$ cat src/design/sfa_pkg.sv
// Shared types, constants and size-class functions for the segregated fit allocator.
// Used by the front end, the back end and the top level.
package sfa_pkg;

  localparam int unsigned NUM_CLASSES = 54;
  localparam int unsigned CLS_W       = 6;
  localparam int unsigned MAX_SIZE    = 3840;
  localparam int unsigned MIN_SIZE    = 24;

  typedef enum logic [2:0] {
    ST_OK        = 3'd0,
    ST_ZERO      = 3'd1,
    ST_OVERSIZE  = 3'd2,
    ST_NO_MEM    = 3'd3,
    ST_BAD_ADDR  = 3'd4,
    ST_NOT_ALLOC = 3'd5
  } status_e;

  typedef enum logic {
    OP_ALLOC = 1'b0,
    OP_FREE  = 1'b1
  } op_e;

  typedef struct packed {
    logic        op;
    logic [15:0] request_size;
    logic [15:0] free_address;
  } req_t;

  typedef struct packed {
    logic [15:0] address;
    logic [2:0]  status;
  } rsp_t;

  // classified word passed from front to back
  typedef struct packed {
    logic             op;
    logic             reject;
    status_e          status;
    logic [11:0]      size;
    logic [CLS_W-1:0] cls;
    logic [15:0]      start;
  } job_t;

  function automatic logic [11:0] class_size(input logic [11:0] s);
    logic [11:0] m;
    begin
      if (s <= 12'd24) return 12'd24;
      if (s <= 12'd128) m = 12'd7;
      else if (s <= 12'd256) m = 12'd15;
      else if (s <= 12'd512) m = 12'd31;
      else if (s <= 12'd1024) m = 12'd63;
      else if (s <= 12'd2048) m = 12'd127;
      else m = 12'd255;
      return (s + m) & ~m;
    end
  endfunction

  function automatic logic [CLS_W-1:0] class_index(input logic [12:0] sz);
    logic [12:0] s;
    logic [12:0] i;
    begin
      s = (sz < 13'd16) ? 13'd16 : sz;
      if (s <= 13'd128) i = (s >> 3) - 13'd2;
      else if (s <= 13'd256) i = 13'd14 + ((s - 13'd128) >> 4);
      else if (s <= 13'd512) i = 13'd22 + ((s - 13'd256) >> 5);
      else if (s <= 13'd1024) i = 13'd30 + ((s - 13'd512) >> 6);
      else if (s <= 13'd2048) i = 13'd38 + ((s - 13'd1024) >> 7);
      else if (s <= 13'd3840) i = 13'd46 + ((s - 13'd2048) >> 8);
      else i = 13'(NUM_CLASSES - 1);
      if (i >= 13'(NUM_CLASSES)) i = 13'(NUM_CLASSES - 1);
      return i[CLS_W-1:0];
    end
  endfunction

endpackage

$ cat src/design/sfa_front.sv
// Front end: accepts request words and classifies them into jobs.
// Depends on sfa_pkg.
module sfa_front #(
  parameter int unsigned HEADER_BYTES = 8
) (
  input  logic          clk_i,
  input  logic          rst_ni,
  input  logic          in_valid_i,
  output logic          in_ready_o,
  input  sfa_pkg::req_t in_data_i,
  output logic          job_valid_o,
  input  logic          job_ready_i,
  output sfa_pkg::job_t job_o
);

  localparam int unsigned DEPTH = 2;

  sfa_pkg::job_t    fifo_q [DEPTH];
  logic             wp_q, wp_d, rp_q, rp_d;
  logic [1:0]       cnt_q, cnt_d;
  sfa_pkg::job_t    job;
  logic [11:0]      sz;
  logic [15:0]      st;
  logic             push, pop;

  always_comb begin
    job        = '0;
    job.op     = in_data_i.op;
    job.status = sfa_pkg::ST_OK;
    sz         = sfa_pkg::class_size(in_data_i.request_size[11:0]);
    st         = in_data_i.free_address - 16'(HEADER_BYTES);
    job.size   = sz;
    job.cls    = sfa_pkg::class_index({1'b0, sz});
    job.start  = st;
    if (in_data_i.op == sfa_pkg::OP_ALLOC) begin
      if (in_data_i.request_size == 16'd0) begin
        job.reject = 1'b1;
        job.status = sfa_pkg::ST_ZERO;
      end else if (in_data_i.request_size > 16'(sfa_pkg::MAX_SIZE)) begin
        job.reject = 1'b1;
        job.status = sfa_pkg::ST_OVERSIZE;
      end
    end else if (in_data_i.free_address < 16'(HEADER_BYTES) || st[2:0] != 3'd0) begin
      job.reject = 1'b1;
      job.status = sfa_pkg::ST_BAD_ADDR;
    end
  end

  assign in_ready_o  = (cnt_q != 2'(DEPTH));
  assign job_valid_o = (cnt_q != 2'd0);
  assign job_o       = fifo_q[rp_q];
  assign push        = in_valid_i && in_ready_o;
  assign pop         = job_valid_o && job_ready_i;

  always_comb begin
    wp_d  = push ? ~wp_q : wp_q;
    rp_d  = pop ? ~rp_q : rp_q;
    cnt_d = cnt_q + 2'(push) - 2'(pop);
  end

  always_ff @(posedge clk_i or negedge rst_ni) begin
    if (!rst_ni) begin
      wp_q  <= 1'b0;
      rp_q  <= 1'b0;
      cnt_q <= 2'd0;
    end else begin
      wp_q  <= wp_d;
      rp_q  <= rp_d;
      cnt_q <= cnt_d;
    end
  end

  always_ff @(posedge clk_i) begin
    if (push) fifo_q[wp_q] <= job;
  end

  a_cnt_bound: assert property (@(posedge clk_i) disable iff (!rst_ni)
    cnt_q <= 2'(DEPTH)) else $error("queue overfilled");
  a_full_stall: assert property (@(posedge clk_i) disable iff (!rst_ni)
    cnt_q == 2'(DEPTH) |-> !in_ready_o) else $error("ready while full");
  a_count: assert property (@(posedge clk_i) disable iff (!rst_ni)
    push && !pop |=> cnt_q == $past(cnt_q) + 2'd1) else $error("count slip");

endmodule

$ cat config.mk
export PLATFORM = sky130hd
export DESIGN_NAME = sfa_front
export DESIGN_NICKNAME = d
export VERILOG_FILES = /design/src/design/sfa_pkg.sv /design/src/design/sfa_front.sv
export SDC_FILE = /design/constraint.sdc
export NUM_CORES = 1
export LEC_CHECK = 0
export ABC_AREA = 1
export BUFFER_PORTS_ARGS = -buffer_cell sky130_fd_sc_hd__buf_2
export CORE_MARGIN = 4
export CORE_UTILIZATION = 30
export DETAILED_ROUTE_END_ITERATION = 8
export MAX_ROUTING_LAYER = met4
export PLACE_DENSITY = 0.47
export SLEW_MARGIN = 20
export SYNTH_ARGS = -nofsm -noshare
export SYNTH_HDL_FRONTEND = slang
export SYNTH_SLANG_ARGS = --single-unit
export TNS_END_PERCENT = 20
$ cat constraint.sdc
create_clock -name clk_i -period 2.7 [get_ports clk_i]
set_clock_uncertainty 0.05 [all_clocks]
set_input_delay 0.27 -clock clk_i [delete_from_list [all_inputs] [get_ports clk_i]]
set_output_delay 0.27 -clock clk_i [all_outputs]
set_load 0.05 [all_outputs]
* Word-level counts from Yosys, hierarchy flattened
Memories as Yosys holds them, arrays and structs flattened. Index checks and enable logic that the tools add are counted.
Word-level totals: bits in registers 4, bits in writable memories 78, memories 1
Cells by class: add/subtract/negate cells 15, magnitude comparators 16, eq/ne operators 1, muxes and demuxes 23, bitwise operators 4, reductions and logical operators 6
Memories:
- fifo_q | depth 2, width 39, rd ports 1, clocked after memory_dff 0, wr ports 1, line sfa_front.sv:18 | sfa_pkg::job_t fifo_q [DEPTH];
Operators by type and width (count):
- $mux W12 | 4
- $mux W8 | 6
- $le A12 B12 Y1 const B | 3
- $le A12 B10 Y1 const B | 2
- $le A12 B11 Y1 const B | 2
- $le A12 B8 Y1 const B | 2
- $le A12 B9 Y1 const B | 2
- $gt A16 B12 Y1 const B | 1
- $logic_not A16 Y1 | 1
- $lt A16 B4 Y1 const B | 1
- $mux W4 | 4
- $sub A16 B4 Y16 const B | 1
- $mux W7 | 2
- $ge A13 B6 Y1 const B | 1
- $mux W13 | 1
- $sub A12 B10 Y13 const B | 1
- $sub A12 B11 Y13 const B | 1
- $sub A12 B12 Y13 const B | 1
- $sub A12 B8 Y13 const B | 1
- $sub A12 B9 Y13 const B | 1
- $add A12 B12 Y12 | 1
- $and A12 B12 Y12 | 1
- $le A12 B5 Y1 const B | 1
- $lt A12 B5 Y1 const B | 1
- other kinds (19) | 23

* Longest topological paths before layout
Gate-level depths: netlist of run 1.
word-level depth 22, mapped depth 37, gate-level depth less buffers 36

* Worst setup path after synthesis of run 1
No wires, ideal clock.
path type input port to flip-flop, start in in_data_i[24] in the netlist's numbering, end mem fifo_q[0][16] in the netlist's numbering (data pin), setup time 267 ps, arrival time 3996 ps, path slack -1612 ps, stages on the path 32, buffers on the path 1, cell sequence buf_6 > nor2_4 > inv_2 > nor2_4 > inv_1 > o21ai_1 > inv_1 > ha_1 > or2_1 > nand3_1 > nand2_1 > nand3_2 > clkinv_1 > nand3_1 > nand2_2 > ha_1 > nand2_2 > nor2_4 > nand3_4 > nand2_2 > ha_1 > ha_1 > inv_1 > or2_2 > nand3_1 > nand3_1 > nand2_1 > nand2_1 > nand2_1 > nor2_2 > nand2_2 > nand3_1
RTL lines:
- start, declared | line sfa_front.sv:10 | input sfa_pkg::req_t in_data_i,
- end, declared | line sfa_front.sv:18

==> results of run 1 <==
[how the worst max path moves through the flow]
stage	start	to	slack, ns	depth (start not counted)
2_1_floorplan	in_data_i[24]	fifo_q[0][19]	-1.31	34
3_3_place_gp	in_data_i[22]	fifo_q[0][17]	-1.60	32
3_5_place_dp	in_data_i[22]	fifo_q[0][17]	-1.68	32
4_1_cts	in_data_i[21]	fifo_q[1][17]	-1.08	34
5_1_grt	in_data_i[22]	fifo_q[1][16]	-1.48	37
6_report	in_data_i[24]	fifo_q[0][19]	-1.21	33
[flip-flops by register name (all words and copies together) (netlist names)]
signal  flops
fifo_q     72
wp_q        1
rp_q        1
cnt_q       2
[layout by cell type, fill, tap and decap left out, drive strengths merged, types with 2 or more instances in the layout]
master,netlist,final
o211ai,2,2
a31oi,3,3
clkinvlp,0,3
nand4,7,7
nor3,9,9
xnor2,13,13
a21oi,27,27
edfxtp,72,72
buf,5,241
inv,90,90
or2,4,4
nand2,235,236
ha,38,38
conb,1,3
clkinv,1,4
nand3b,3,3
xor2,18,18
nor2,61,61
clkbuf,7,9
nand3,42,42
dfrtp,4,4
o21ai,18,18
[kinds of logic (layout without fill, tap and decap cells)]
family / Yosys count / after routing / share of synthesized area, %
xor gates and xnor gates: 31 / 31 / 5.076
and+or+nand+nor: 363 / 364 / 30.50
DFF: 76 / 76 / 42.29
AOI/OAI and AO/OA: 52 / 52 / 5.357
buffers and inverters: 103 / 349 / 7.813
adders and majority gates: 38 / 38 / 8.889
other: 1 / 3 / 0.07011
[what timing repair did]
| action | in CTS | in global routing |
|---|---|---|
| gates cloned | 1 | 0 |
| buffers inserted | 34 | 5 |
| gates resized for setup | 70 | 28 |
| hold buffers | 1 | 0 |
| hold endpoints to repair | 4 | 0 |
| pin swaps | 55 | 33 |
| setup endpoints to repair | 12 | 14 |
[area by class of cell]
type                            count  area (sq um)
Tap cell                          225         281.5
Inverter                           91         357.8
Timing Repair Buffer              242          1707
Sequential cell                    76          2262
Multi-Input combinational cell    488          3166
Clock buffer                        9         225.2
Clock inverter                      7         75.07
Fill cell                        1701          9283
[synth_stat cells (all sizes together)]
cell type	n
o31ai	1
a21oi	27
nor3b	1
clkbuf	7
inv	90
o211ai	2
xnor2	13
o21ai	18
dfrtp	4
nand3b	3
ha	38
nand4	7
conb	1
o221ai	1
buf	5
or2	4
nor2	61
nor3	9
edfxtp	72
xor2	18
nand2	235
clkinv	1
nand3	42
a31oi	3
nor4	1
[worst max-delay path: cells and delay by family]
kind / cells / cell delay, ns
AND/OR/NAND/NOR: 18 / 1.76
buffers and inverters: 13 / 1.65
adder cells (fa/ha/maj): 1 / 0.14
AO/OA/AOI/OAI: 1 / 0.09
[metal layers]
metal,track usage (%),vias up
li1,-,2614
met1,20.53,2365
met2,28.33,117
met3,2.595,20
met4,4.293,0
met5,-,-
[through the flow]
| step | power [mW] | std cells | hold slack, ns |
|---|---|---|---|
| after floorplan | 4.079 | 666 | -0.07559 |
| final | 6.469 | 1138 | 0.09166 |
| after global placement | 5.108 | 1081 | 0.02982 |
| after CTS | 6.491 | 1133 | 0.08089 |
| after global routing | 6.893 | 1138 | 0.07859 |
| after detailed placement | 5.130 | 1081 | 0.03237 |
[where the power goes]
group | switching, mW | total (mW) | internal [mW]
registers | 0.0765 | 1.73 | 1.65
clock network | 0.466 | 1.18 | 0.718
logic | 2.52 | 3.56 | 1.04
total | 3.06 | 6.47 | 3.41
==> qor.txt, run 1 <==
Reg2Reg Setup Slack = 1.04 ns
Fin area = 8074 sq um
Die area = 20030 sq um
Total Routing Usage GR = 16.58%
CP required = 2.74 ns
Reg2Reg Launch Point = cnt_q[1]
Initial drt markers = 265
Worst Hold Class = primary input to register
Number of global-route vias before repair = 5263
Largest net degree at the start of global routing = 38
Status = complete, but fails checks
Ant. Diodes = 0
Placement row count = 48
Leakage = 3.844 nW
Max Cap Viol = 0
Initial antenna violation count = 0
Vias = 5116
Slew Viols, Final = 0
Layout cells sized above 1 = 42.28%
First-pass GRT wire length = 26010 microns
Synth top area share = 40.42%
Routed wire length = 16090 microns
Drt first pass iters = 4
Dpl cell area = 7086 sq um
Congestion Overflow GR = 0
Final Hold Violating Endpoints = 0
Die span in y = 141.5 microns
Worst Setup Start Kind = primary input
R2R Path End = fifo_q[0][12]
Max Freq = 255.7 MHz
Most frequent CP cell = buf_4
Pin slew with the least headroom to its limit = 0.7149 ns
Worst Slack Setup Final = -1.211 ns
Setup TNS = -14.44 ns
Syn_area_per_cell = 8.056 sq um
Routed vias/inst = 4.496
Final worst-path cycle share = 144.9%
Hold Path End = fifo_q[0][38]
CTS tree = built
# clock sinks = 76
Crit path kind = primary input to register
Arrival time worst endpoint = 3.95 ns
Clk root buf = clkbuf_16
TritonCTS Buffers = 9
Failing checks = negative setup slack
Slowest cell on the critical path = nand4_1
Highest Signal Layer = met4
H-tree depth = 3
Post-route DRC = 0
Yosys cell types = 38
Met2 Routed Length = 7896 microns
Initial Utilization = 30.82%
RSZ-0062 raised after global routing = true
Die X = 141.5 microns
Max FO, Critical Path = 7
#FFs+latches synth = 76
Post-Route Utilization = 46.52%
Clock Tree Buf Depth = 2
Peak VDD IR = 1090 uV
Gate Count Post-Synth = 664
Sequential fraction of the synthesis area = 42.29%
Synth Cell Area = 5349 sq um
Cell taking the most area after synthesis = edfxtp_1
Post-DP HPWL = 11670 microns
Post-place setup slack = -1.683 ns
Worst-skew pair later-pin latency = 0.33 ns
CORE AREA = 17360 sq um
Final setup viols = 12
Routed Antenna Nets = 0
Routability congestion estimate = 0.9036
HP Start = in_data_i[32]
Nets = 983
Min cycle time layout = 3.911 ns
Slew headroom = 52.34%
Synthesis-to-layout area growth = 50.95%
R2r worst-path depth = 4
Wire per inst = 14.14 microns
I/O pins = 78
Wl on met1 = 7128 microns
Crit end category = register
WHS Path Cells = 1
Port bufs = 74
Clock Pin Slew Worst Setup and Hold Paths = 0.06 ns
Worst path max stage delay = 0.22 ns
Area contributors post-synth = edfxtp_1, nand2_1, ha_1, inv_1, nor2_1
Met3 WL = 774 microns
PwrDens = 801.2 nW/um^2
Syn. warnings = 0
No activity file was read; power rests on OpenSTA's default activity.
==> run 2: changes to the inputs <==
Settings changed: CORE_UTILIZATION 30 to 53, PLACE_DENSITY 0.47 to 0.76, TNS_END_PERCENT 20 to 100.
==> run 2 against run 1 <==
Effect of this change: the flow still finishes with violations (negative setup slack); clock power fell by 25%; sequential share of layout area rose by 1.7 points; first-iteration DRC count rose by 55%; critical path type unchanged; largest cell class unchanged.
==> qor.txt, run 2 (synthesis results as in run 1) <==
Final Hold Slack = 0.08068 ns
CORE AREA = 9819 sq um
Pin slew with the least headroom to its limit = 0.6333 ns
Wire per inst = 16.37 microns
Routed Antenna Nets = 0
Port bufs = 74
Worst Setup Start Kind = primary input
Registers with the most flip-flops = fifo_q (72), cnt_q (2)
Slowest cell on the critical path = or2_4
Leakage = 3.626 nW
Status = complete, but fails checks
Comb power frac = 57.2%
Max Freq = 254.2 MHz
Switch Pwr = 2.989 mW
Routability congestion estimate = 0.9887
Initial drt markers = 412
Slew Viols, Final = 0
Congestion Overflow GR = 0
Worst Slack Setup Final = -1.234 ns
Largest net degree at the start of global routing = 38
Max reg flops = 72
Routed wire length = 16440 microns
RSZ-0062 raised after global routing = true
Commonest non-fill, non-tap cell in the layout = nand2_1
Peak VDD IR = 985.4 uV
Final setup viols = 14
Most frequent CP cell = nand3_1
Sw Share = 48.67%
Nets = 942
Final Hold Violating Endpoints = 0
Routed vias/inst = 5.245
Synthesis-to-layout area growth = 42.25%
Die area = 11760 sq um
Crit end category = register
Arrival time worst endpoint = 3.99 ns
Sequential fraction of design power = 28.3%
Worst-skew pair later-pin latency = 0.34 ns
Number of global-route vias before repair = 5252
CP required = 2.75 ns
Vias = 5266
First-pass GRT wire length = 25190 microns
Initial Utilization = 54.47%
Placement row count = 36
Max Cap Viol = 0
Clock Tree Buf Depth = 2
Slew headroom = 57.72%
Drt first pass iters = 5
Power Total = 6.140 mW
Ant. Diodes = 0
TritonCTS Buffers = 9
Commonest non-fill, non-tap cells in the layout = nand2_1, buf_4, edfxtp_1
CTS tree = built
I/O pins = 78
Worst Hold Class = primary input to register
Layout cells sized above 1 = 40.07%
H-tree depth = 3
Final worst-path cycle share = 145.7%
Max FO, Critical Path = 5
# clock sinks = 76
Failing checks = negative setup slack
Setup TNS = -14.79 ns
Die X = 108.5 microns
Total Routing Usage GR = 28.16%
Clock Pin Slew Worst Setup and Hold Paths = 0.07 ns
Die span in y = 108.5 microns
Post-route DRC = 0
PwrDens = 807.0 nW/um^2
Total internal power = 3.152 mW
Clk pwr share = 14.5%
Crit path kind = primary input to register
Clk root buf = clkbuf_8
Initial antenna violation count = 0
Min cycle time layout = 3.934 ns
Largest reg by FF count = fifo_q
Post-DP HPWL = 11040 microns
Worst path max stage delay = 0.26 ns
[run 2: worst max-delay path, delay by kind of cell]
| family | cells | cell delay, ns |
|---|---|---|
| compound gates | 2 | 0.18 |
| buf+inv | 5 | 0.63 |
| simple gates | 21 | 2.50 |
| fa+ha+maj | 2 | 0.39 |
[run 2: worst paths after layout]
path	start	end	slack (ns)	depth (start not counted)
setup reg to reg	cnt_q[1]	fifo_q[0][13]	0.89	4
max in group asynchronous	rst_ni	cnt_q[1]	2.27	2
setup / recovery	in_data_i[27]	fifo_q[1][17]	-1.23	30
min in group asynchronous	rst_ni	cnt_q[0]	0.21	2
hold / removal	in_data_i[1]	fifo_q[1][1]	0.08	1
hold reg to reg	cnt_q[0]	cnt_q[0]	0.48	1
[run 2: stage by stage]
step	utilization, %	instances	worst slack, ns	area (sq um)
6_report	77.48	1004	-1.234	7609
3_3_place_gp	69.36	966	-1.639	6810
5_1_grt	77.48	1004	-1.393	7609
2_1_floorplan	-	666	-1.308	5543
4_1_cts	74.82	1000	-1.032	7347
3_5_place_dp	69.36	966	-1.751	6810
[run 2: layout make-up]
cell class              instances  area [sq um]
clock buffers                  10         127.6
clock inverters                 5         77.57
fillers                       637          2211
inverters                      91         359.1
multi-input cells             488          3212
flip-flops and latches         76          2262
well taps                     133         166.4
repair buffers                201          1404
[run 2: what timing repair did]
action | in CTS | in global routing
pin swaps | 46 | 30
setup buffers | 17 | 4
endpoints found under the hold margin | 4 | 0
hold buffers | 1 | 0
gates resized for setup | 50 | 57
setup endpoints to repair | 12 | 14
cloned | 1 | 0
[run 2: power by group through the flow]
stage | clock [mW] | sequential, mW | combinational [mW]
floorplan | 0 | 1.74 | 2.34
finish | 0.890 | 1.74 | 3.51
detailed placement | 0 | 1.76 | 3.28
global placement | 0 | 1.74 | 3.22
global route | 0.963 | 1.76 | 3.77
CTS | 0.907 | 1.74 | 3.40
[run 2: metal layers]
metal,vias up,part of all wire [%],track usage [%]
met5,-,0,-
met4,0,2.9,7.845
met3,51,5.9,3.642
met2,218,51,50.04
met1,2465,41,33.54
li1,2532,-,-
